### src/rtl/core/lgac_pkg.sv
package lgac_pkg;

    localparam int STATE_COUNT    = 6;
    localparam int GAIN_FRAC_BITS = 8;
    localparam int DATA_W         = 16;
    localparam int PROD_W         = 2 * DATA_W;
    localparam int PAIR_W         = PROD_W + 1;
    localparam int SUM_W          = PROD_W + 3;
    localparam int ADDR_W         = 6;
    localparam int CFG_W          = 64;
    localparam int LIMIT_W        = 15;

    localparam logic [LIMIT_W-1:0] MAX_ANGLE_RESET = 15'd4096;

    typedef enum logic [2:0] {
        REG_PITCH_GAINS_A  = 3'd0,
        REG_YAW_GAINS_A    = 3'd1,
        REG_RATE_GAINS_B   = 3'd2,
        REG_MAX_ANGLE      = 3'd3,
        REG_CONTROL_ENABLE = 3'd4
    } t_reg_idx;

    typedef logic signed [DATA_W-1:0] t_vec [STATE_COUNT];

    typedef struct packed {
        logic [CFG_W-1:0]   pitch_gains_a;
        logic [CFG_W-1:0]   yaw_gains_a;
        logic [CFG_W-1:0]   rate_gains_b;
        logic [LIMIT_W-1:0] max_angle;
        logic               control_enable;
    } t_cfg;

endpackage

### src/rtl/core/lgac_mac.sv
module lgac_mac (
    input  logic                                i_clk,
    input  logic                                i_en,
    input  lgac_pkg::t_vec                      i_state,
    input  lgac_pkg::t_vec                      i_gain,
    output logic signed [lgac_pkg::SUM_W-1:0]   o_sum
);

    localparam int PAIRS = lgac_pkg::STATE_COUNT / 2;

    logic signed [lgac_pkg::PROD_W-1:0] r_prod [lgac_pkg::STATE_COUNT];
    logic signed [lgac_pkg::PROD_W-1:0] n_prod [lgac_pkg::STATE_COUNT];
    logic signed [lgac_pkg::PAIR_W-1:0] r_pair [PAIRS];
    logic signed [lgac_pkg::PAIR_W-1:0] n_pair [PAIRS];
    logic signed [lgac_pkg::SUM_W-1:0]  r_sum;
    logic signed [lgac_pkg::SUM_W-1:0]  n_sum;

    always_comb begin
        for (int i = 0; i < lgac_pkg::STATE_COUNT; i++) begin
            n_prod[i] = i_state[i] * i_gain[i];
        end
        for (int j = 0; j < PAIRS; j++) begin
            n_pair[j] = lgac_pkg::PAIR_W'(r_prod[2*j]) + lgac_pkg::PAIR_W'(r_prod[2*j+1]);
        end
        n_sum = '0;
        for (int j = 0; j < PAIRS; j++) begin
            n_sum = n_sum + lgac_pkg::SUM_W'(r_pair[j]);
        end
    end

    // products, pair sums, total: one register stage each
    always_ff @(posedge i_clk) begin
        if (i_en) begin
            r_prod <= n_prod;
            r_pair <= n_pair;
            r_sum  <= n_sum;
        end
    end

    assign o_sum = r_sum;

endmodule

### config.mk
export PLATFORM = sky130hd
export DESIGN_NAME = lgac_mac
export DESIGN_NICKNAME = d
export VERILOG_FILES = /design/src/rtl/core/lgac_pkg.sv /design/src/rtl/core/lgac_mac.sv
export SDC_FILE = /design/constraint.sdc
export NUM_CORES = 2
export LEC_CHECK = 0
export ABC_AREA = 1
export BUFFER_PORTS_ARGS = -buffer_cell sky130_fd_sc_hd__buf_2
export CAP_MARGIN = 30
export CORE_MARGIN = 2
export CORE_UTILIZATION = 30
export CTS_BUF_LIST = sky130_fd_sc_hd__clkbuf_2
export DETAILED_ROUTE_END_ITERATION = 12
export PLACE_DENSITY_LB_ADDON = 0.3
export SLEW_MARGIN = 25
export SYNTH_ARGS = -nofsm -noshare
export SYNTH_HDL_FRONTEND = slang
export SYNTH_SLANG_ARGS = --single-unit
### constraint.sdc
create_clock -name i_clk -period 16.3 [get_ports i_clk]
set_input_delay 0.815 -clock i_clk [delete_from_list [all_inputs] [get_ports i_clk]]
set_output_delay 0.815 -clock i_clk [all_outputs]
set_load 0.03 [all_outputs]
# After elaboration in Yosys (flattened, before gate mapping)
# Index checks and enable logic that the tools add are counted.
classes:
  n_addsub: 5
  n_mul: 6
op_table:
  columns: ["operator", "count"]
  rows:
  - ["16-bit by 16-bit multiplier with 32-bit output", 6]
  - ["32-bit by 32-bit adder with 33-bit output", 3]
  - ["34-bit by 33-bit adder with 35-bit output", 1]
  - ["33-bit by 33-bit adder with 34-bit output", 1]
totals:
  ff_bits: 326
  in_bits: 194
  out_inout_bits: 35
  wordCells: 21

# Logic depth before layout (Yosys ltp)
logic_depth:
  word_depth: 2
  ltp_mapped: 27
  ltp_nobuf: 25

# Least setup slack after synthesis
# Ideal clock, no wire load.
synth_timing:
  path_kind: "input to register"
  from: "in i_gain[69] in the netlist's numbering"
  to: "reg r_prod[159] in the netlist's numbering, data pin"
  setup_time_ns: 0.253
  arrival_time_ns: 5.783
  required_time_ns: 16.047
  slack_ns: 10.264
  path_stages: 22
  path_buffers: 2
  path_cell_list: "clkbuf_1 clkbuf_1 nand2_1 fa_1 inv_1 fa_1 inv_1 fa_1 fa_1 fa_1 fa_1 inv_1 ha_1 nand2_1 nor2_1 nand3_1 nor3_1 nand2_1 nand3_1 inv_1 nand2_1 nand2_1"
synth_lines:
  columns: ["item", "line_no", "source"]
  rows:
  - ["start: declaration", "lgac_mac.sv:5", "input lgac_pkg::t_vec i_gain,"]
  - ["end signal: assignment", "lgac_mac.sv:34", "r_prod <= n_prod;"]
  - ["end: declaration", "lgac_mac.sv:11", "logic signed [lgac_pkg::PROD_W-1:0] r_prod [lgac_pkg::STATE_COUNT];"]

==> flow_metrics.tcl <==
set metrics [dict create \
    ys_types 34 \
    crit_top_cell "fa_1" \
    clk_path_buf_depth 3 \
    cts_buffers 89 \
    place_congestion 0.913 \
    ys_ff_latch 326 \
    max_cap_violations 0 \
    htree_levels 3 \
    cp_data_arrival_time_ns 6.26 \
    routed_wl_mm 230 \
    syn_to_final_growth_pct 6.49 \
    die_w_microns 532 \
    hp-class "primary input to flop" \
    clock-sinks 326 \
    post_drt_wl_per_cell_microns 15.8 \
    antenna_found_initial 33 \
    worstMarginPinSlew_ns 0.973 \
    worstPathRequired_ns 17.27 \
    grt_pass1_wl_mm 372 \
    chipHeight_microns 532 \
    syn_area_sq_mm 0.0837 \
    worstSetupEndpointType "flop" \
    drt-initial-drc-count 3693 \
    fp-row-count 193 \
    rsz0062_at_grt "no" \
    grt_overflow 0 \
    worst_slack_ns 11.02 \
    grt_pass1_vias 67200 \
    core_area_sq_mm 0.277 \
    clk_latency_ns 1.37 \
    syn_nets 13200 \
    place_ws_ns 9.71 \
    setup-tns-final_ns 0 \
    crit_fanout 16 \
    ant_nets 0 \
    drc 0 \
    ys_top_cells_by_area "fa_1, inv_1, nand2_1" \
    drive_above_1_share 0.0469 \
    ys_warn_count 0 \
    critPathKind "primary input to flop" \
    worstPathCellList "buf_2 > nand2_1 > inv_1 > fa_1 > fa_1 > fa_1 > fa_1 > fa_1 > inv_1 > fa_1 > inv_1 > ha_1 > nand2_1 > nor2_1 > nand2_1 > nor3_1 > nand2_1 > nand4_1 > nand2_1" \
    port_buffers 228 \
    crit_buf_inv 4 \
    dieArea_sq_mm 0.283 \
    first_pass_iters 6 \
    grt_max_degree 73 \
    path_clk_slew_ns 0.11 \
    layout_common_cells "inv_1, nand2_1, fa_1" \
    cts_tree "yes" \
    ys_seq_area_frac 0.117 \
    fmax_mhz 189 \
    cts.repair.resized 0 \
    fin_skew_ns 0.180 \
    critical-path-max-stage-delay_ns 0.83 \
    hold-worst-slack_ns 0.158 \
    synth_top_cell_by_area "fa_1" \
    outcome "finished clean" \
    syn_avg_cell_area_sq_um 7.75 \
    cp-start-kind "primary input" \
    fin_util 0.322 \
    final_common_cell "inv_1" \
    min_period_ns 5.28 \
    slowest_stage "fa_1" \
    fin_crit_sh 0.324 \
    track_usage 0.165 \
    synthCells 10800 \
    cp_top_family "adder cells" \
    fin_nets 13200 \
    dp_hpwl_mm 195 \
    start_util 0.302 \
    via_count 64300 \
    cts_root_buffer "clkbuf_2" \
    vias_per_cell 4.42 \
    final_hold_viol_count 0 \
    finalSetupViolCount 0 \
    slew_viol_final 0 \
    io_pins 229 \
    slew_headroom 0.351 \
    synth_top_area_frac 0.385 \
]
==> cells in the mapped netlist <==
cell / number
nand3_1: 274
a21oi_2: 14
o21ai_2: 7
nand2b_1: 1
nand2_2: 39
a21oi_1: 284
inv_2: 9
nor4_1: 10
nor2_2: 23
edfxtp_1: 326
nand4_1: 107
or2_2: 27
nand3b_1: 28
o21ai_0: 150
nor3_1: 44
clkbuf_1: 342
xnor2_1: 31
ha_1: 621
and3_1: 13
o21ai_1: 7
nand3_2: 5
o21bai_1: 41
a21o_1: 13
xor2_1: 153
inv_1: 3098
nand2_1: 2999
fa_1: 1609
o21a_1: 5
buf_1: 6
a21boi_0: 5
nor2_1: 483
nor3_2: 15
a21boi_1: 1
and2_1: 2
==> sequential cells by signal, summed over array words and instances, names as in the netlist <==
register and flops:
r_prod 192, o_sum 35, r_pair 99
==> worst paths after layout <==
kind / start / end / slack (ns) / cells past startpoint
max reg2reg: r_pair[66]$_DFFE_PP_ / o_sum[21]$_DFFE_PP_ / 13.16 / 14
min reg2reg: r_prod[128]$_DFFE_PP_ / r_pair[66]$_DFFE_PP_ / 0.56 / 1
max: i_state[95] / r_prod[188]$_DFFE_PP_ / 11.02 / 19
min: i_gain[32] / r_prod[64]$_DFFE_PP_ / 0.16 / 3
==> routing by layer <==
layer | global-route usage | up-vias | share of wire
li1 | - | 31200 | -
met1 | 0.233 | 31500 | 0.47
met2 | 0.277 | 1368 | 0.47
met3 | 0.0138 | 219 | 0.045
met4 | 0.0277 | 22 | 0.014
met5 | 0 | - | 0.00056
==> logic make-up (layout without fill, tap and decap cells) <==
| group | Yosys count | in the layout | synth area share |
|---|---|---|---|
| DFF | 326 | 326 | 0.117 |
| and+or+nand+nor | 4070 | 4070 | 0.197 |
| buffers and inverters | 3455 | 3497 | 0.155 |
| AOI/OAI and AO/OA | 527 | 527 | 0.0344 |
| xor gates and xnor gates | 184 | 184 | 0.0193 |
| adders and majority gates | 2230 | 2230 | 0.478 |
| other | 0 | 11 | 0 |
==> worst register-to-register path, stage by stage, from the launching register on <==
cell and delay, ns:
edfxtp_1 0.49, inv_1 0.09, fa_1 0.37, inv_1 0.08
ha_1 0.26, inv_1 0.13, fa_1 0.50, o21ai_2 0.26
nand2_1 0.10, nand2_2 0.11, nand2_1 0.07, nand2_2 0.10
nand2_2 0.06, nand3_1 0.07, nand2_1 0.12
==> repair_timing <==
item / in CTS / in global routing
setup buffers: 0 / 0
endpoints found under the setup margin: 0 / 0
hold endpoints to repair: 67 / 0
hold buffers: 4 / 0
==> cell type report <==
class | instances | area [sq um]
fillers | 30000 | 188000
multi-input cells | 7011 | 60900
inverters | 3107 | 11700
flip-flops and latches | 326 | 9790
well taps | 3705 | 4640
repair buffers | 238 | 1260
clock buffers | 122 | 611
clock inverters | 30 | 208
diodes | 11 | 27.5
==> stage by stage <==
stage	cells	area, sq um
4_1_cts	14500	89100
5_1_grt	14500	89100
6_report	14600	89100
3_5_place_dp	14400	88200
3_3_place_gp	14400	88200
2_1_floorplan	10800	83700
Power is left out: the tool's default activity adds up to more than one toggle a clock period on the data nets, which glitch-free logic cannot reach.
