--- src/rtl/core/lgac_pkg.sv ---
package lgac_pkg;

    localparam int STATE_COUNT    = 6;
    localparam int GAIN_FRAC_BITS = 8;
    localparam int DATA_W         = 16;
    localparam int PROD_W         = 2 * DATA_W;
    localparam int PAIR_W         = PROD_W + 1;
    localparam int SUM_W          = PROD_W + 3;
    localparam int ADDR_W         = 6;
    localparam int CFG_W          = 64;
    localparam int LIMIT_W        = 15;

    localparam logic [LIMIT_W-1:0] MAX_ANGLE_RESET = 15'd4096;

    typedef enum logic [2:0] {
        REG_PITCH_GAINS_A  = 3'd0,
        REG_YAW_GAINS_A    = 3'd1,
        REG_RATE_GAINS_B   = 3'd2,
        REG_MAX_ANGLE      = 3'd3,
        REG_CONTROL_ENABLE = 3'd4
    } t_reg_idx;

    typedef logic signed [DATA_W-1:0] t_vec [STATE_COUNT];

    typedef struct packed {
        logic [CFG_W-1:0]   pitch_gains_a;
        logic [CFG_W-1:0]   yaw_gains_a;
        logic [CFG_W-1:0]   rate_gains_b;
        logic [LIMIT_W-1:0] max_angle;
        logic               control_enable;
    } t_cfg;

endpackage

--- src/rtl/core/lgac_clamp.sv ---
module lgac_clamp (
    input  logic                                i_clk,
    input  logic                                i_en,
    input  logic signed [lgac_pkg::SUM_W-1:0]   i_sum,
    input  logic [lgac_pkg::LIMIT_W-1:0]        i_limit,
    input  logic                                i_enable,
    output logic signed [lgac_pkg::DATA_W-1:0]  o_angle,
    output logic                                o_sat
);

    localparam int BIAS_W = lgac_pkg::SUM_W + 2;
    localparam int HALF   = (lgac_pkg::GAIN_FRAC_BITS == 0) ? 0 :
                            (1 << (lgac_pkg::GAIN_FRAC_BITS - 1));

    logic signed [BIAS_W-1:0]           w_biased;
    logic signed [BIAS_W-1:0]           w_val;
    logic signed [BIAS_W-1:0]           w_lim;
    logic signed [lgac_pkg::DATA_W-1:0] n_angle;
    logic                               n_sat;
    logic signed [lgac_pkg::DATA_W-1:0] r_angle;
    logic                               r_sat;

    always_comb begin
        // negate and round to nearest, ties up
        w_biased = BIAS_W'(HALF) - BIAS_W'(i_sum);
        w_val    = w_biased >>> lgac_pkg::GAIN_FRAC_BITS;
        w_lim    = BIAS_W'($signed({1'b0, i_limit}));
        n_sat    = 1'b0;
        if (w_val > w_lim) begin
            n_angle = lgac_pkg::DATA_W'(w_lim);
            n_sat   = 1'b1;
        end else if (w_val < -w_lim) begin
            n_angle = lgac_pkg::DATA_W'(-w_lim);
            n_sat   = 1'b1;
        end else begin
            n_angle = lgac_pkg::DATA_W'(w_val);
        end
        if (!i_enable) begin
            n_angle = '0;
            n_sat   = 1'b0;
        end
    end

    always_ff @(posedge i_clk) begin
        if (i_en) begin
            r_angle <= n_angle;
            r_sat   <= n_sat;
        end
    end

    assign o_angle = r_angle;
    assign o_sat   = r_sat;

endmodule
--- config.mk ---
export PLATFORM = sky130hd
export DESIGN_NAME = lgac_clamp
export DESIGN_NICKNAME = d
export VERILOG_FILES = /design/src/rtl/core/lgac_pkg.sv /design/src/rtl/core/lgac_clamp.sv
export SDC_FILE = /design/constraint.sdc
export NUM_CORES = 1
export LEC_CHECK = 0
export ABC_AREA = 0
export BUFFER_PORTS_ARGS = -buffer_cell sky130_fd_sc_hd__buf_2
export CORE_MARGIN = 2
export CORE_UTILIZATION = 40
export CTS_BUF_LIST = sky130_fd_sc_hd__clkbuf_8
export CTS_CLUSTER_SIZE = 8
export DETAILED_ROUTE_END_ITERATION = 8
export GPL_TIMING_DRIVEN = 0
export PLACE_DENSITY = 0.67
export SLEW_MARGIN = 0
export SYNTH_ARGS = -nofsm -noshare
export SYNTH_HDL_FRONTEND = slang
export SYNTH_SLANG_ARGS = --single-unit
--- constraint.sdc ---
create_clock -name i_clk -period 6.7 [get_ports i_clk]
set_clock_uncertainty 0.15 [all_clocks]
set_input_delay 0.335 -clock i_clk [delete_from_list [all_inputs] [get_ports i_clk]]
set_output_delay 0.335 -clock i_clk [all_outputs]
set_load 0.005 [all_outputs]
After elaboration in Yosys (flattened, before gate mapping)
Index checks and enable logic that the tools add are counted.
{ "totals": {"wordCells": 13, "ff_bits": 17, "in_bits": 53} }
{ "op_classes": {"n_addsub": 2, "muxes": 4, "magnitude_cmp": 2, "n_reduce_logical": 1, "n_bitwise": 1} }
{ "ops": {"columns": ["operator", "count"], "rows": [
  ["$lt 28x37->1", 1],
  ["$neg 15->37", 1],
  ["$sub 9x35->36 const A", 1],
  ["$gt 28x16->1", 1],
  ["$mux 16", 1],
  ["$mux 15", 1],
  ["$mux 1", 2],
  ["$reduce_or 2->1", 1],
  ["$not 1->1", 1]
]} }

Longest topological paths before layout
{ "depth": {"word_depth": 4, "depth_mapped": 19, "mapped_depth_nobuf": 17} }

Worst setup path after synthesis
No wires, ideal clock.
{ "synth_timing": {"kind": "in2reg", "startpoint": "input port i_sum[4] (netlist bit)", "endpoint": "register r_angle, in the netlist o_angle[10], data pin", "arrival_time_ns": 4.637, "required_ns": 6.387, "slack_ns": 1.751, "path_buffers": 3, "cell_stages": 18, "cell_sequence": "or4_4 o41a_1 buf_6 or4b_1 clkbuf_1 nor4_2 nand2b_1 a21oi_1 ha_1 a21o_1 a21oi_1 a311oi_1 a221oi_1 a22oi_2 a311o_4 buf_6 a2111o_1 o221ai_1"} }
{ "synth_between": {"elab_chain_len": 4} }
{ "synth_lines": {"columns": ["item", "line", "source"], "rows": [
  ["start: declaration", "lgac_clamp.sv:4", "input logic signed [lgac_pkg::SUM_W-1:0] i_sum,"],
  ["$sub 9x35->36 (*)", "lgac_clamp.sv:25", "w_biased = BIAS_W'(HALF) - BIAS_W'(i_sum);"],
  ["$lt 28x37->1", "lgac_clamp.sv:32", "end else if (w_val < -w_lim) begin"],
  ["$mux 16", "lgac_clamp.sv:32", null],
  ["$mux 15 (*)", "lgac_clamp.sv:29", "if (w_val > w_lim) begin"],
  ["end signal: assignment", "lgac_clamp.sv:46", "r_angle <= n_angle;"],
  ["end: declaration", "lgac_clamp.sv:20", "logic signed [lgac_pkg::DATA_W-1:0] r_angle;"]
]} }
Mark *: on every way between the ends. The rest lies on a longest branch, timed or not.
A chain may end at the register's enable or synchronous reset.

Final worst setup path
{ "layout_timing": {"startpoint": "input port i_sum[4] (netlist bit)", "endpoint": "register r_angle, in the netlist o_angle[15], data pin"} }
{ "layout_between": {"elab_chain_len": 3} }
{ "layout_lines": {"columns": ["item", "line"], "rows": [
  ["$sub 9x35->36 (*)", "lgac_clamp.sv:25"],
  ["$lt 28x37->1 / $gt 28x16->1 (equally long branches)", "lgac_clamp.sv:32, lgac_clamp.sv:29"],
  ["$mux 16 / $reduce_or 2->1 (equally long branches)", null]
]} }
Marks and branches as above.

==> impl_metrics.toml <==
[pwr]
irDropWorstVdd_uv = 47.4
p_leak_nw = 1.61
p_per_area_mw_per_mm2 = 98.3

[synthesis]
ys_warn_count = 0
ys_async_sr_fraction = 0
synth_compound_area_frac = 0.237
synth_mux_area_frac = 0
synth-edff-count = 17
synthFlopType = "edfxtp_1"
synth_fa_ha_area_frac = 0.179
synthXorXnorAreaFrac = 0.0815
synth_area_per_cell_um2 = 8.20
syn-num-nets = 492
yosys.area_share.simple = 0.293
yosysSeqAreaShare = 0.158
netlist_instances = 393
synth_top_family_by_area = "simple AND/OR/NAND/NOR gates"
netlist_area_mm2 = 0.00322
synth_cell_types = 61
ys_ff_latch = 17

[flow_run]
cap_violations = 0

[die]
std_cell_rows = 32
die_y_um = 93.8
die_w_um = 93.8
die-area_mm2 = 0.00879
core_mm2 = 0.00777
io_pins = 70
start_util = 0.415

[route]
totalWireLength_um = 9120
drtIter0Drc = 242
drc = 0
vias_per_cell = 6.01
wl_met1_um = 4330
wl_met3_um = 600
wl_per_cell_um = 16.1
postRouteAntennaNets = 0
vias = 3399
top_layer_used = "met4"
dr.pass1.iters = 5
wl_met2_um = 4160

[run_status]
status = "completed"

[worst_setup_path]
cp-start-kind = "input pin"
crit_fanout = 10
required_ns = 6.57
crit_family = "compound AO/OA/AOI/OAI gates"
cp.buffers_inverters = 3
criticalPathCategory = "input pin to register"
cpPeakStageDelay_ns = 0.52
slowest_stage = "or4_4"
worst_setup_path_end_kind = "register"
crit_chain = "buf_2, or4_4, o41a_1, buf_6, or4b_1, clkbuf_1, nor4_2, nand2b_1, a21oi_1, ha_1, a21o_1, a21oi_1, a311oi_1, a221oi_1, a22oi_2, a311oi_4, nor2_2, a2111oi_1"
cp.arrival_ns = 5.26
cpMostUsedCell = "a21oi_1"

[global_route]
overflow = 0
grt_pass1_vias = 3140
grt_pass1_wl_um = 15100
antenna_found_initial = 0
grt_max_degree = 18
grtUsageTotal = 0.210

[finish]
fillCellCount = 813
n_antenna_cell = 0
final_core_util = 0.481
stdcell_count = 566
nets = 564
syn2layout_area_growth_pct = 15.8
final_layout_size_suffix_gt1_frac = 0.198

[sta]
period_minus_slack_ns = 5.39
rsz0062_at_grt = "false"
hold_viol = 0
setup-violations-final = 0
worst_pin_slew_ns = 0.991
finalCritPeriodShare = 0.804
slew_headroom = 0.333
fmax_mhz = 186
tns_ns = 0
final_max_slew_viol_count = 0

[hold_path]
hold-path-endpoint = "o_angle[1]"
hold_depth = 2
min_path_type = "input pin to register"
holdCritStartpoint = "i_limit[1]"

[cts]
post_cts_buffers = 0
clk_transition_reported_paths_ns = 0.05
ctsRootBufferMaster = "clkbuf_8"
cts_htree_levels = 1
cts_made_buffers = 3
numClockSinks = 17
cts.hold.buffers_added = 0
cts_resized = 0
cts_tree = "built"
clk_path_buf_depth = 2

[placed_design]
gp_congestion = 0.920
port_buffers = 67
dpl.cell_count = 562
hpwl_um = 7750
[cell usage after synthesis (all sizes together), types with 8 or more instances]
master  number  area, um^2
a21oi       15        75.1
a31oi        8        50.1
and2        10        62.6
and3        14        87.6
and4        10        87.6
clkbuf      12        45.0
edfxtp      17         510
ha          46         576
inv         22        82.6
nand2       27         101
nand3       11        55.1
nand4       14        87.6
nor2        24        92.6
nor3        12        60.1
nor4        13        93.8
xnor2       23         201
[cell type report]
| cell class | count | area, um^2 | share of cell area |
|---|---|---|---|
| clock inverter | 1 | 3.75 | 0.00101 |
| inverter | 22 | 82.6 | 0.0221 |
| buffer | 17 | 82.6 | 0.0221 |
| multi-input combinational | 337 | 2550 | 0.683 |
| sequential | 17 | 510 | 0.137 |
| tap | 102 | 128 | 0.0342 |
| timing repair buffer | 67 | 335 | 0.0898 |
| clock buffer | 3 | 41.3 | 0.0111 |
[registers in the layout, summed over array words and instances (netlist names)]
name     count
o_sat        1
o_angle     16
[cells by family (layout without fill, tap and decap cells)]
logic type                 Yosys count  in the layout
and+or+nand+nor                    165            165
AOI/OAI and AO/OA                   96             96
DFF                                 17             17
xor gates and xnor gates            30             30
buffers and inverters               39            110
adders and majority gates           46             46
[power by group]
part	switching (mW)	internal, mW
Sequential	0.00170	0.129
Clock	0.0265	0.0404
Combinational	0.0998	0.0693
Total	0.128	0.239
[worst max-delay path by stage]
stage                     slack [ns]  cells after the start     endpoint     start
after floorplan                 1.75                     18  o_angle[10]  i_sum[4]
after global placement          1.16                     18  o_angle[15]  i_sum[4]
after detailed placement        1.11                     18  o_angle[15]  i_sum[4]
after CTS                       1.33                     18  o_angle[15]  i_sum[4]
after global routing            0.92                     18  o_angle[15]  i_sum[4]
final                           1.31                     18  o_angle[15]  i_sum[4]
[cell usage in the layout (no fill, tap or decap), types with 3 or more instances in the layout]
| master | count |
|---|---|
| nand2b_1 | 4 |
| a21o_1 | 7 |
| a221o_1 | 6 |
| o22ai_1 | 3 |
| o221ai_1 | 3 |
| a21oi_1 | 15 |
| ha_1 | 46 |
| and3_1 | 14 |
| nand4_1 | 14 |
| nand3_1 | 11 |
| nor2_1 | 23 |
| o21ai_0 | 7 |
| nor3_1 | 12 |
| xor2_1 | 7 |
| a2bb2oi_1 | 3 |
| inv_1 | 23 |
| or2_2 | 5 |
| a2111oi_0 | 6 |
| and4_1 | 10 |
| clkbuf_8 | 3 |
| nor2b_1 | 4 |
| or4_1 | 4 |
| o211ai_1 | 4 |
| and2_1 | 10 |
| nor4_1 | 11 |
| o21a_1 | 4 |
| a31oi_1 | 8 |
| nand2_1 | 27 |
| a311o_1 | 3 |
| edfxtp_1 | 17 |
| buf_2 | 70 |
| clkbuf_1 | 12 |
| xnor2_1 | 23 |
| or3_1 | 4 |
[stage by stage]
step | worst slack, ns | hold slack [ns] | power (mW) | cell area (um^2)
5_1_grt | 0.921 | 0.352 | 0.395 | 3730
6_report | 1.31 | 0.332 | 0.367 | 3730
2_1_floorplan | 1.75 | 0.297 | 0.233 | 3220
3_5_place_dp | 1.11 | 0.568 | 0.299 | 3690
3_3_place_gp | 1.16 | 0.557 | 0.295 | 3690
4_1_cts | 1.33 | 0.321 | 0.367 | 3730
[metal layers]
metal  vias to the layer above  track usage
met5                         -            0
met3                         4       0.0161
met4                         0       0.0423
met1                      1554        0.297
met2                       141        0.349
li1                       1700            -
No activity file was read; power rests on OpenSTA's default activity.
