File: config.mk
export PLATFORM = sky130hd
export DESIGN_NAME = lgac_regs
export DESIGN_NICKNAME = d
export VERILOG_FILES = /design/src/rtl/core/lgac_pkg.sv /design/src/rtl/core/lgac_regs.sv
export SDC_FILE = /design/constraint.sdc
export NUM_CORES = 1
export LEC_CHECK = 0
export BUFFER_PORTS_ARGS = -buffer_cell sky130_fd_sc_hd__buf_2
export CAP_MARGIN = 20
export CORE_MARGIN = 3
export CORE_UTILIZATION = 50
export CTS_CLUSTER_DIAMETER = 60
export DETAILED_ROUTE_END_ITERATION = 7
export HOLD_SLACK_MARGIN = 0.05
export PLACE_DENSITY = 0.81
export SLEW_MARGIN = 20
export SYNTH_ARGS = -nofsm -noshare
export SYNTH_HDL_FRONTEND = slang
export SYNTH_SLANG_ARGS = --single-unit
File: constraint.sdc
create_clock -name i_clk -period 1.5 [get_ports i_clk]
set_input_delay 0 -clock i_clk [delete_from_list [all_inputs] [get_ports i_clk]]
set_output_delay 0 -clock i_clk [all_outputs]
set_load 0.05 [all_outputs]
File: src/rtl/core/lgac_pkg.sv
package lgac_pkg;

    localparam int STATE_COUNT    = 6;
    localparam int GAIN_FRAC_BITS = 8;
    localparam int DATA_W         = 16;
    localparam int PROD_W         = 2 * DATA_W;
    localparam int PAIR_W         = PROD_W + 1;
    localparam int SUM_W          = PROD_W + 3;
    localparam int ADDR_W         = 6;
    localparam int CFG_W          = 64;
    localparam int LIMIT_W        = 15;

    localparam logic [LIMIT_W-1:0] MAX_ANGLE_RESET = 15'd4096;

    typedef enum logic [2:0] {
        REG_PITCH_GAINS_A  = 3'd0,
        REG_YAW_GAINS_A    = 3'd1,
        REG_RATE_GAINS_B   = 3'd2,
        REG_MAX_ANGLE      = 3'd3,
        REG_CONTROL_ENABLE = 3'd4
    } t_reg_idx;

    typedef logic signed [DATA_W-1:0] t_vec [STATE_COUNT];

    typedef struct packed {
        logic [CFG_W-1:0]   pitch_gains_a;
        logic [CFG_W-1:0]   yaw_gains_a;
        logic [CFG_W-1:0]   rate_gains_b;
        logic [LIMIT_W-1:0] max_angle;
        logic               control_enable;
    } t_cfg;

endpackage

File: src/rtl/core/lgac_regs.sv
module lgac_regs (
    input  logic                             i_clk,
    input  logic                             i_rst_n,
    input  logic                             psel,
    input  logic                             penable,
    input  logic                             pwrite,
    input  logic [lgac_pkg::ADDR_W-1:0]      paddr,
    input  logic [lgac_pkg::CFG_W-1:0]       pwdata,
    output logic [lgac_pkg::CFG_W-1:0]       prdata,
    output logic                             pready,
    output lgac_pkg::t_cfg                   o_cfg
);

    lgac_pkg::t_cfg   r_cfg;
    lgac_pkg::t_cfg   n_cfg;
    lgac_pkg::t_reg_idx w_idx;
    logic             w_wr;

    assign w_idx  = lgac_pkg::t_reg_idx'(paddr[lgac_pkg::ADDR_W-1:3]);
    assign w_wr   = psel & penable & pwrite;
    assign pready = 1'b1;
    assign o_cfg  = r_cfg;

    always_comb begin
        n_cfg = r_cfg;
        if (w_wr) begin
            unique case (w_idx)
                lgac_pkg::REG_PITCH_GAINS_A:  n_cfg.pitch_gains_a  = pwdata;
                lgac_pkg::REG_YAW_GAINS_A:    n_cfg.yaw_gains_a    = pwdata;
                lgac_pkg::REG_RATE_GAINS_B:   n_cfg.rate_gains_b   = pwdata;
                lgac_pkg::REG_MAX_ANGLE:
                    n_cfg.max_angle = pwdata[lgac_pkg::LIMIT_W-1:0];
                lgac_pkg::REG_CONTROL_ENABLE: n_cfg.control_enable = pwdata[0];
                default: ;
            endcase
        end
    end

    always_comb begin
        unique case (w_idx)
            lgac_pkg::REG_PITCH_GAINS_A:  prdata = r_cfg.pitch_gains_a;
            lgac_pkg::REG_YAW_GAINS_A:    prdata = r_cfg.yaw_gains_a;
            lgac_pkg::REG_RATE_GAINS_B:   prdata = r_cfg.rate_gains_b;
            lgac_pkg::REG_MAX_ANGLE:
                prdata = {{(lgac_pkg::CFG_W-lgac_pkg::LIMIT_W){1'b0}}, r_cfg.max_angle};
            lgac_pkg::REG_CONTROL_ENABLE:
                prdata = {{(lgac_pkg::CFG_W-1){1'b0}}, r_cfg.control_enable};
            default: prdata = '0;
        endcase
    end

    always_ff @(posedge i_clk) begin
        if (!i_rst_n) begin
            r_cfg.pitch_gains_a  <= '0;
            r_cfg.yaw_gains_a    <= '0;
            r_cfg.rate_gains_b   <= '0;
            r_cfg.max_angle      <= lgac_pkg::MAX_ANGLE_RESET;
            r_cfg.control_enable <= 1'b0;
        end else begin
            r_cfg <= n_cfg;
        end
    end

endmodule

* Word level (Yosys, flattened, before mapping) *
Index checks and enable logic that the tools add are counted.

storage, ports and cells
  logic and storage cells = 18
  register bits = 208

cells by class
  bitwise gates (word level) = 2
  mux-type cells = 1
  equal/unequal tests = 4
  reduce and logical (&&, ||, !) cells = 6

operator list
  kind                                                                   count
  64-bit case mux with 5 select lines                                    1
  2-bit AND reduction                                                    5
  3-bit by 2-bit equality test with 1-bit output, second input constant  2
  3-bit by 1-bit equality test with 1-bit output, second input constant  1
  3-bit equality test, second input constant                             1
  3-bit logical NOT                                                      1
  1-bit bitwise AND                                                      2

* Longest topological paths before layout *
Gate-level depths: netlist of run 1.

  word-level depth = 3
  depth in mapped cells = 7

* Least setup slack after synthesis of run 1 *
No wires, ideal clock.

  kind = register to output
  from = reg r_cfg (netlist bit o_cfg[1])
  to = out prdata[0] in the netlist's numbering
  data required time = 1500 ps
  slack = -235 ps
  buffers on the path = 0
  arrival time = 1735 ps
  cell stages (with the launch flop) = 4
  cell sequence = dfxtp_1 > mux2_2 > a22oi_1 > o22ai_1

between the ends
  word-level cells in the longest chain between the ends = 1

ends and longest elaborated chain
  element                              line             text
  start: declaration                   lgac_regs.sv:14  lgac_pkg::t_cfg r_cfg;
  start signal: assignment             lgac_regs.sv:60  r_cfg <= n_cfg;
  64-bit case mux with 5 select lines  lgac_regs.sv:40  unique case (w_idx)
  end: declaration                     lgac_regs.sv:9   output logic [lgac_pkg::CFG_W-1:0] prdata,

Every way passes these cells.

* Worst setup path in the final report of run 1 *
  from = reg r_cfg (netlist bit o_cfg[6])
  to = out prdata[5] in the netlist's numbering

Same word-level chain as after synthesis.

==> results of run 1 <==
worst min-delay path, cell delays in order:
cell      delay (ns)
buf_4           0.21
nand2_1         0.16
o311ai_0        0.13
through the flow:
step	std cells	cell area (sq um)	power [W]	TNS, ns
after global placement	1487	11520	0.006694	0
after CTS	1619	13350	0.01233	-1.489
final	1627	13760	0.01230	-1.424
after global routing	1627	13760	0.01269	-2.418
after detailed placement	1487	11520	0.006703	0
after floorplan	962	9620	0.006396	0
power groups by stage:
stage               logic, W  clock network [W]  registers [W]
floorplan           0.000539                  0        0.00586
global placement    0.000975                  0        0.00572
detailed placement  0.000983                  0        0.00572
CTS                  0.00115            0.00558        0.00560
global route         0.00129            0.00581        0.00560
finish               0.00122            0.00548        0.00560
metal layers:
layer / vias to the layer above / global-route usage
met5: - / 0
li1: 4133 / -
met1: 4263 / 0.3128
met4: 0 / 0.1184
met2: 381 / 0.5006
met3: 97 / 0.05491
worst max-delay path by stage:
| stage | end | slack [ns] | cells past startpoint |
|---|---|---|---|
| floorplan | prdata[0] | 0.09 | 3 |
| global placement | prdata[0] | 0.18 | 6 |
| detailed placement | prdata[11] | 0.16 | 5 |
| CTS | prdata[14] | -0.12 | 3 |
| global route | prdata[5] | -0.17 | 3 |
| finish | prdata[5] | -0.13 | 3 |
what timing repair did:
item                       in CTS  in global routing
pin swaps                       1                  0
setup endpoints to repair      20                 56
gates resized for setup        82                114
setup buffers                  21                  8
hold endpoints to repair      208                  0
hold buffers                   71                  0
final cells by class:
type                       instances  area [sq um]  share of cell area
timing repair buffer             477          3288              0.2389
clock inverter                     5         58.81            0.004273
sequential                       208          4217              0.3064
tap                              229         286.5             0.02082
inverter                           1         3.754           0.0002727
clock buffer                      35         680.7             0.04945
multi-input combinational        672          5229              0.3799
logic make-up (layout without fill, tap and decap cells):
| kind of cell | Yosys count | after routing | share of synthesized area |
|---|---|---|---|
| flops | 208 | 208 | 0.4403 |
| simple gates | 345 | 345 | 0.1471 |
| other cells | 1 | 1 | 0.0003965 |
| mux | 270 | 270 | 0.3044 |
| compound gates | 56 | 56 | 0.05094 |
| buf+inv | 82 | 518 | 0.05676 |
cells in the mapped netlist:
library cell	n
conb_1	1
nor2_2	1
o311ai_0	2
o21a_1	1
a22oi_1	1
dfxtp_1	208
nand4b_4	1
buf_2	9
mux4_2	14
buf_1	2
o41ai_1	1
nor2_1	50
a2bb2oi_1	49
nand2_1	272
nor2b_4	1
nand2_2	1
clkbuf_1	41
nand4_1	1
nor2b_1	14
nor3b_2	1
mux2i_1	255
mux2_2	1
inv_1	1
and4b_1	1
buf_8	12
buf_6	5
o21ai_0	1
nand3b_1	1
buf_4	12
o22ai_1	1
and2_4	1
==> flow_summary.toml, run 1 <==
[worst_setup_path]
r2r_end = "o_cfg[0]$_SDFFE_PN0P_"
slowest_delay_ns = 0.48
crit_path_cell_trace = "mux4_2, nor2b_4, buf_6"
path_class = "flip-flop to primary output"
rrSetupSlack_ns = 0.20
cp-end-kind = "primary output"
r2r_start = "o_cfg[0]$_SDFFE_PN0P_"
startpoint_type = "flip-flop"
slowest_stage = "mux4_2"
critPathArrivalTime_ns = 1.63
cpLargestDelayFamily = "multiplexers"
path_max_fanout = 3
crit_required_ns = 1.50
reg2reg_depth = 3
startpoint = "o_cfg[6]$_SDFFE_PN0P_"
critical_path_buf_inv_count = 1

[place]
port_buffers = 343
hpwlAfterDp_um = 19070
routabilityCongestion = 0.8610
pre_cts_ws_ns = 0.1641

[finish]
fin_util = 0.7533
fill_cells = 1126
fin_nets = 1458
layout_common_cells = "buf_2 (287), nand2_1 (271), mux2i_1 (251)"
layout-drive-gt1-share = 0.4349
diodes = 0
final_common_cell = "buf_2"
largest_register_ffs = 208
areaGrowthSynthToFinish_pct = 45.54

[power_and_ir_drop]
clkPwrFrac = 0.446
irDropWorstVdd_mv = 0.7835
combinationalPowerShare = 0.099
power_switching_w = 0.002952
p_int_w = 0.009346
p_sw_frac = 0.2400
p_seq_frac = 0.455
power.density_nw_per_um2 = 893.5
p_leak_nw = 6.451

[sta]
clock_skew_ns = 0
period_needed_ns = 1.629
setup_ws_ns = -0.1287
slew_viol_final = 0
timing.hold.ws_ns = 0.08985
setup_violations = 17
hold_violations = 0
clock.fmax_ghz = 0.6140
timing.final.crit_share = 1.086
grt_setup_unrepaired = "true"

[die]
die-area_sq_um = 20600
rows = 49
core-area_sq_um = 18270
io_pins = 348
start_util = 0.5176
die_h_um = 143.5
die_w_um = 143.5

[job]
maxCapViolCount = 0

[global_routing]
grt_pass1_wl_um = 46260
grt_use_total = 0.2753
grt_overflow_total = 0
antenna_found_initial = 0
grt_max_degree = 80
grt_pass1_vias = 8958

[detailed_routing]
dr_wl_met3_um = 1962
ant_nets = 0
wl_met2_um = 15890
firstDrtPassIters = 5
wl_met1_um = 11790
top_layer = "met4"
drt_iter0_markers = 389
wl_um = 30970
dr_total_vias = 8874
routedWlPerCell_um = 19.03
drc = 0
viasPerCell = 5.454

[cts]
numCtsBuffers = 23
cts_root_buffer = "clkbuf_16"
clock_sinks = 208
cts_max_level = 1
clk_path_buf_depth = 3
clk-insertion-delay-late_ns = 0.49
clk_pin_slew_ns = 0.06
cts_tree = "done"

[synthesis]
synth_nets = 1037
yosys.area.top_type = "dfxtp_1"
synth.top_cell.area_share = 0.4403
syn_area_sq_um = 9457
syn_area_per_cell_sq_um = 9.830
ys_top_cells_by_area = "dfxtp_1 (44%), mux2i_1 (27%), nand2_1 (11%)"
ys_seq_elements = 208
yosys_warnings = 0
synthCells = 962
ys_types = 31
yosysSeqAreaShare = 0.4403

[worst_hold_path]
worstHoldPathCells = 3
hold_class = "primary input to flip-flop"
min_to = "o_cfg[13]$_SDFFE_PN1P_"
hold_start = "paddr[4]"

[status]
status = "finished with violations"
violations = "negative setup slack"
Note: power is estimated with default switching activity, not from simulation.
==> run 2: changes to the inputs <==
==> constraint.sdc (replaced) <==
create_clock -name i_clk -period 1.5 [get_ports i_clk]
set_input_delay 0.075 -clock i_clk [delete_from_list [all_inputs] [get_ports i_clk]]
set_output_delay 0.075 -clock i_clk [all_outputs]
set_load 0.05 [all_outputs]
==> flow_summary.toml, run 2 (synthesis results as in run 1) <==
[status]
status = "finished with violations"
violations = "negative setup slack"

[job]
maxCapViolCount = 0

[power_and_ir_drop]
p_leak_nw = 6.559
power.density_nw_per_um2 = 857.6
irDropWorstVdd_mv = 0.8309

[sta]
period_needed_ns = 1.714
clock_skew_ns = 0
tightest_slew_ns = 0.7174
hold_violations = 0
setup_violations = 23
slew_viol_final = 0
timing.final.crit_share = 1.143
relSlewSlack = 0.5217
clock.fmax_ghz = 0.5833
grt_setup_unrepaired = "true"
setup_ws_ns = -0.2143

[detailed_routing]
drc = 0
wl_um = 35100
drt_iter0_markers = 452
viasPerCell = 5.764
firstDrtPassIters = 5
routedWlPerCell_um = 21.39
dr_total_vias = 9458
ant_nets = 0

[die]
rows = 49
die_h_um = 143.5
die_w_um = 143.5
die-area_sq_um = 20600
core-area_sq_um = 18270
start_util = 0.5176
io_pins = 348

[worst_setup_path]
path_class = "flip-flop to primary output"
reg2reg_depth = 4
critPathArrivalTime_ns = 1.64
crit_required_ns = 1.42
path_max_fanout = 2
r2r_end = "o_cfg[15]$_SDFFE_PN0P_"
startpoint_type = "flip-flop"
rrSetupSlack_ns = 0.68
crit_end = "prdata[2]"
r2r_start = "o_cfg[15]$_SDFFE_PN0P_"
startpoint = "o_cfg[3]$_SDFFE_PN0P_"
cp-end-kind = "primary output"

[global_routing]
antenna_found_initial = 0
grt_pass1_wl_um = 48100
grt_max_degree = 46
grt_overflow_total = 0
grt_pass1_vias = 9122
grt_use_total = 0.2900

[finish]
diodes = 0
largest_register_ffs = 208
final_cells = 1641
layout_common_cells = "buf_2 (275), nand2_1 (272), mux2i_1 (230)"
final_common_cell = "buf_2"
areaGrowthSynthToFinish_pct = 51.65
fin_util = 0.7850
layout-drive-gt1-share = 0.5205
fin_nets = 1475

[place]
port_buffers = 343
routabilityCongestion = 0.8399
hpwlAfterDp_um = 19420
post-place-cells = 1491

[cts]
clk_pin_slew_ns = 0.06
cts_tree = "done"
cts_max_level = 1
clk-insertion-delay-late_ns = 0.48
numCtsBuffers = 21
clk_path_buf_depth = 3
clock_sinks = 208
cts_root_buffer = "clkbuf_16"

[worst_hold_path]
hold_class = "primary input to flip-flop"
==> run 2: cell count changes in the layout (fill, tap and decap cells not counted), sizes merged <==
cell / previous run / this run
dlygate4sd3: 71 / 69
inv: 2 / 1
clkinv: 2 / 1
clkbuf: 47 / 32
buf: 394 / 426
bufinv: 1 / 2
==> run 2: worst min path at each step <==
stage	depth (start not counted)	start	endpoint
2_1_floorplan	2	paddr[5]	o_cfg[0]$_SDFFE_PN0P_
3_3_place_gp	3	pwdata[36]	o_cfg[180]$_SDFFE_PN0P_
3_5_place_dp	3	pwdata[29]	o_cfg[173]$_SDFFE_PN0P_
4_1_cts	4	paddr[5]	o_cfg[13]$_SDFFE_PN1P_
5_1_grt	4	paddr[5]	o_cfg[13]$_SDFFE_PN1P_
6_report	4	paddr[5]	o_cfg[13]$_SDFFE_PN1P_
==> run 2: report_power, final <==
group	total (W)	internal, W	switching [W]
clock network	0.00540	0.00321	0.00219
registers	0.00560	0.00557	0.0000380
logic	0.00130	0.000521	0.000780
total	0.0123	0.00930	0.00300
==> run 2: worst max-delay path, stage by stage (launching register included) <==
cell	delay, ns
dfxtp_2	0.33
mux4_2	0.49
nor2b_4	0.16
buf_6	0.18
==> run 2: final cells by class <==
cell class | count | area, sq um
clock buffers | 31 | 623.1
clock inverters | 4 | 76.32
well taps | 229 | 286.5
inverters | 1 | 3.754
multi-input cells | 672 | 5374
flip-flops and latches | 208 | 4313
repair buffers | 496 | 3665
fillers | 1041 | 3929
==> run 2: layer usage <==
layer  wire (um)  share of wire  vias up  global-route usage
met5           0              0        -                   0
met2       18260           0.52      485              0.5309
li1            -              -     4156                   -
met4        1894          0.054        0              0.1432
met1       12680           0.36     4661              0.3233
met3        2268          0.065      156             0.05058
==> run 2: repair_timing <==
item	CTS	global route
hold buffers	69	0
setup endpoints to repair	56	64
cloned	0	1
buffers inserted	27	18
resized for setup	163	176
pin swaps	1	14
endpoints found under the hold margin	208	0
==> run 2: through the flow <==
step | setup TNS [ns] | power, W | hold WS, ns | setup WS [ns] | instance area (sq um)
6_report | -3.032 | 0.01230 | 0.1290 | -0.2143 | 14340
5_1_grt | -4.508 | 0.01259 | 0.1361 | -0.2464 | 14340
4_1_cts | -2.515 | 0.01221 | 0.06799 | -0.1886 | 13670
3_5_place_dp | 0 | 0.006728 | 0.3858 | 0.006264 | 11590
3_3_place_gp | 0 | 0.006713 | 0.3702 | 0.01113 | 11590
2_1_floorplan | 0 | 0.006396 | 0.2430 | 0.01260 | 9620
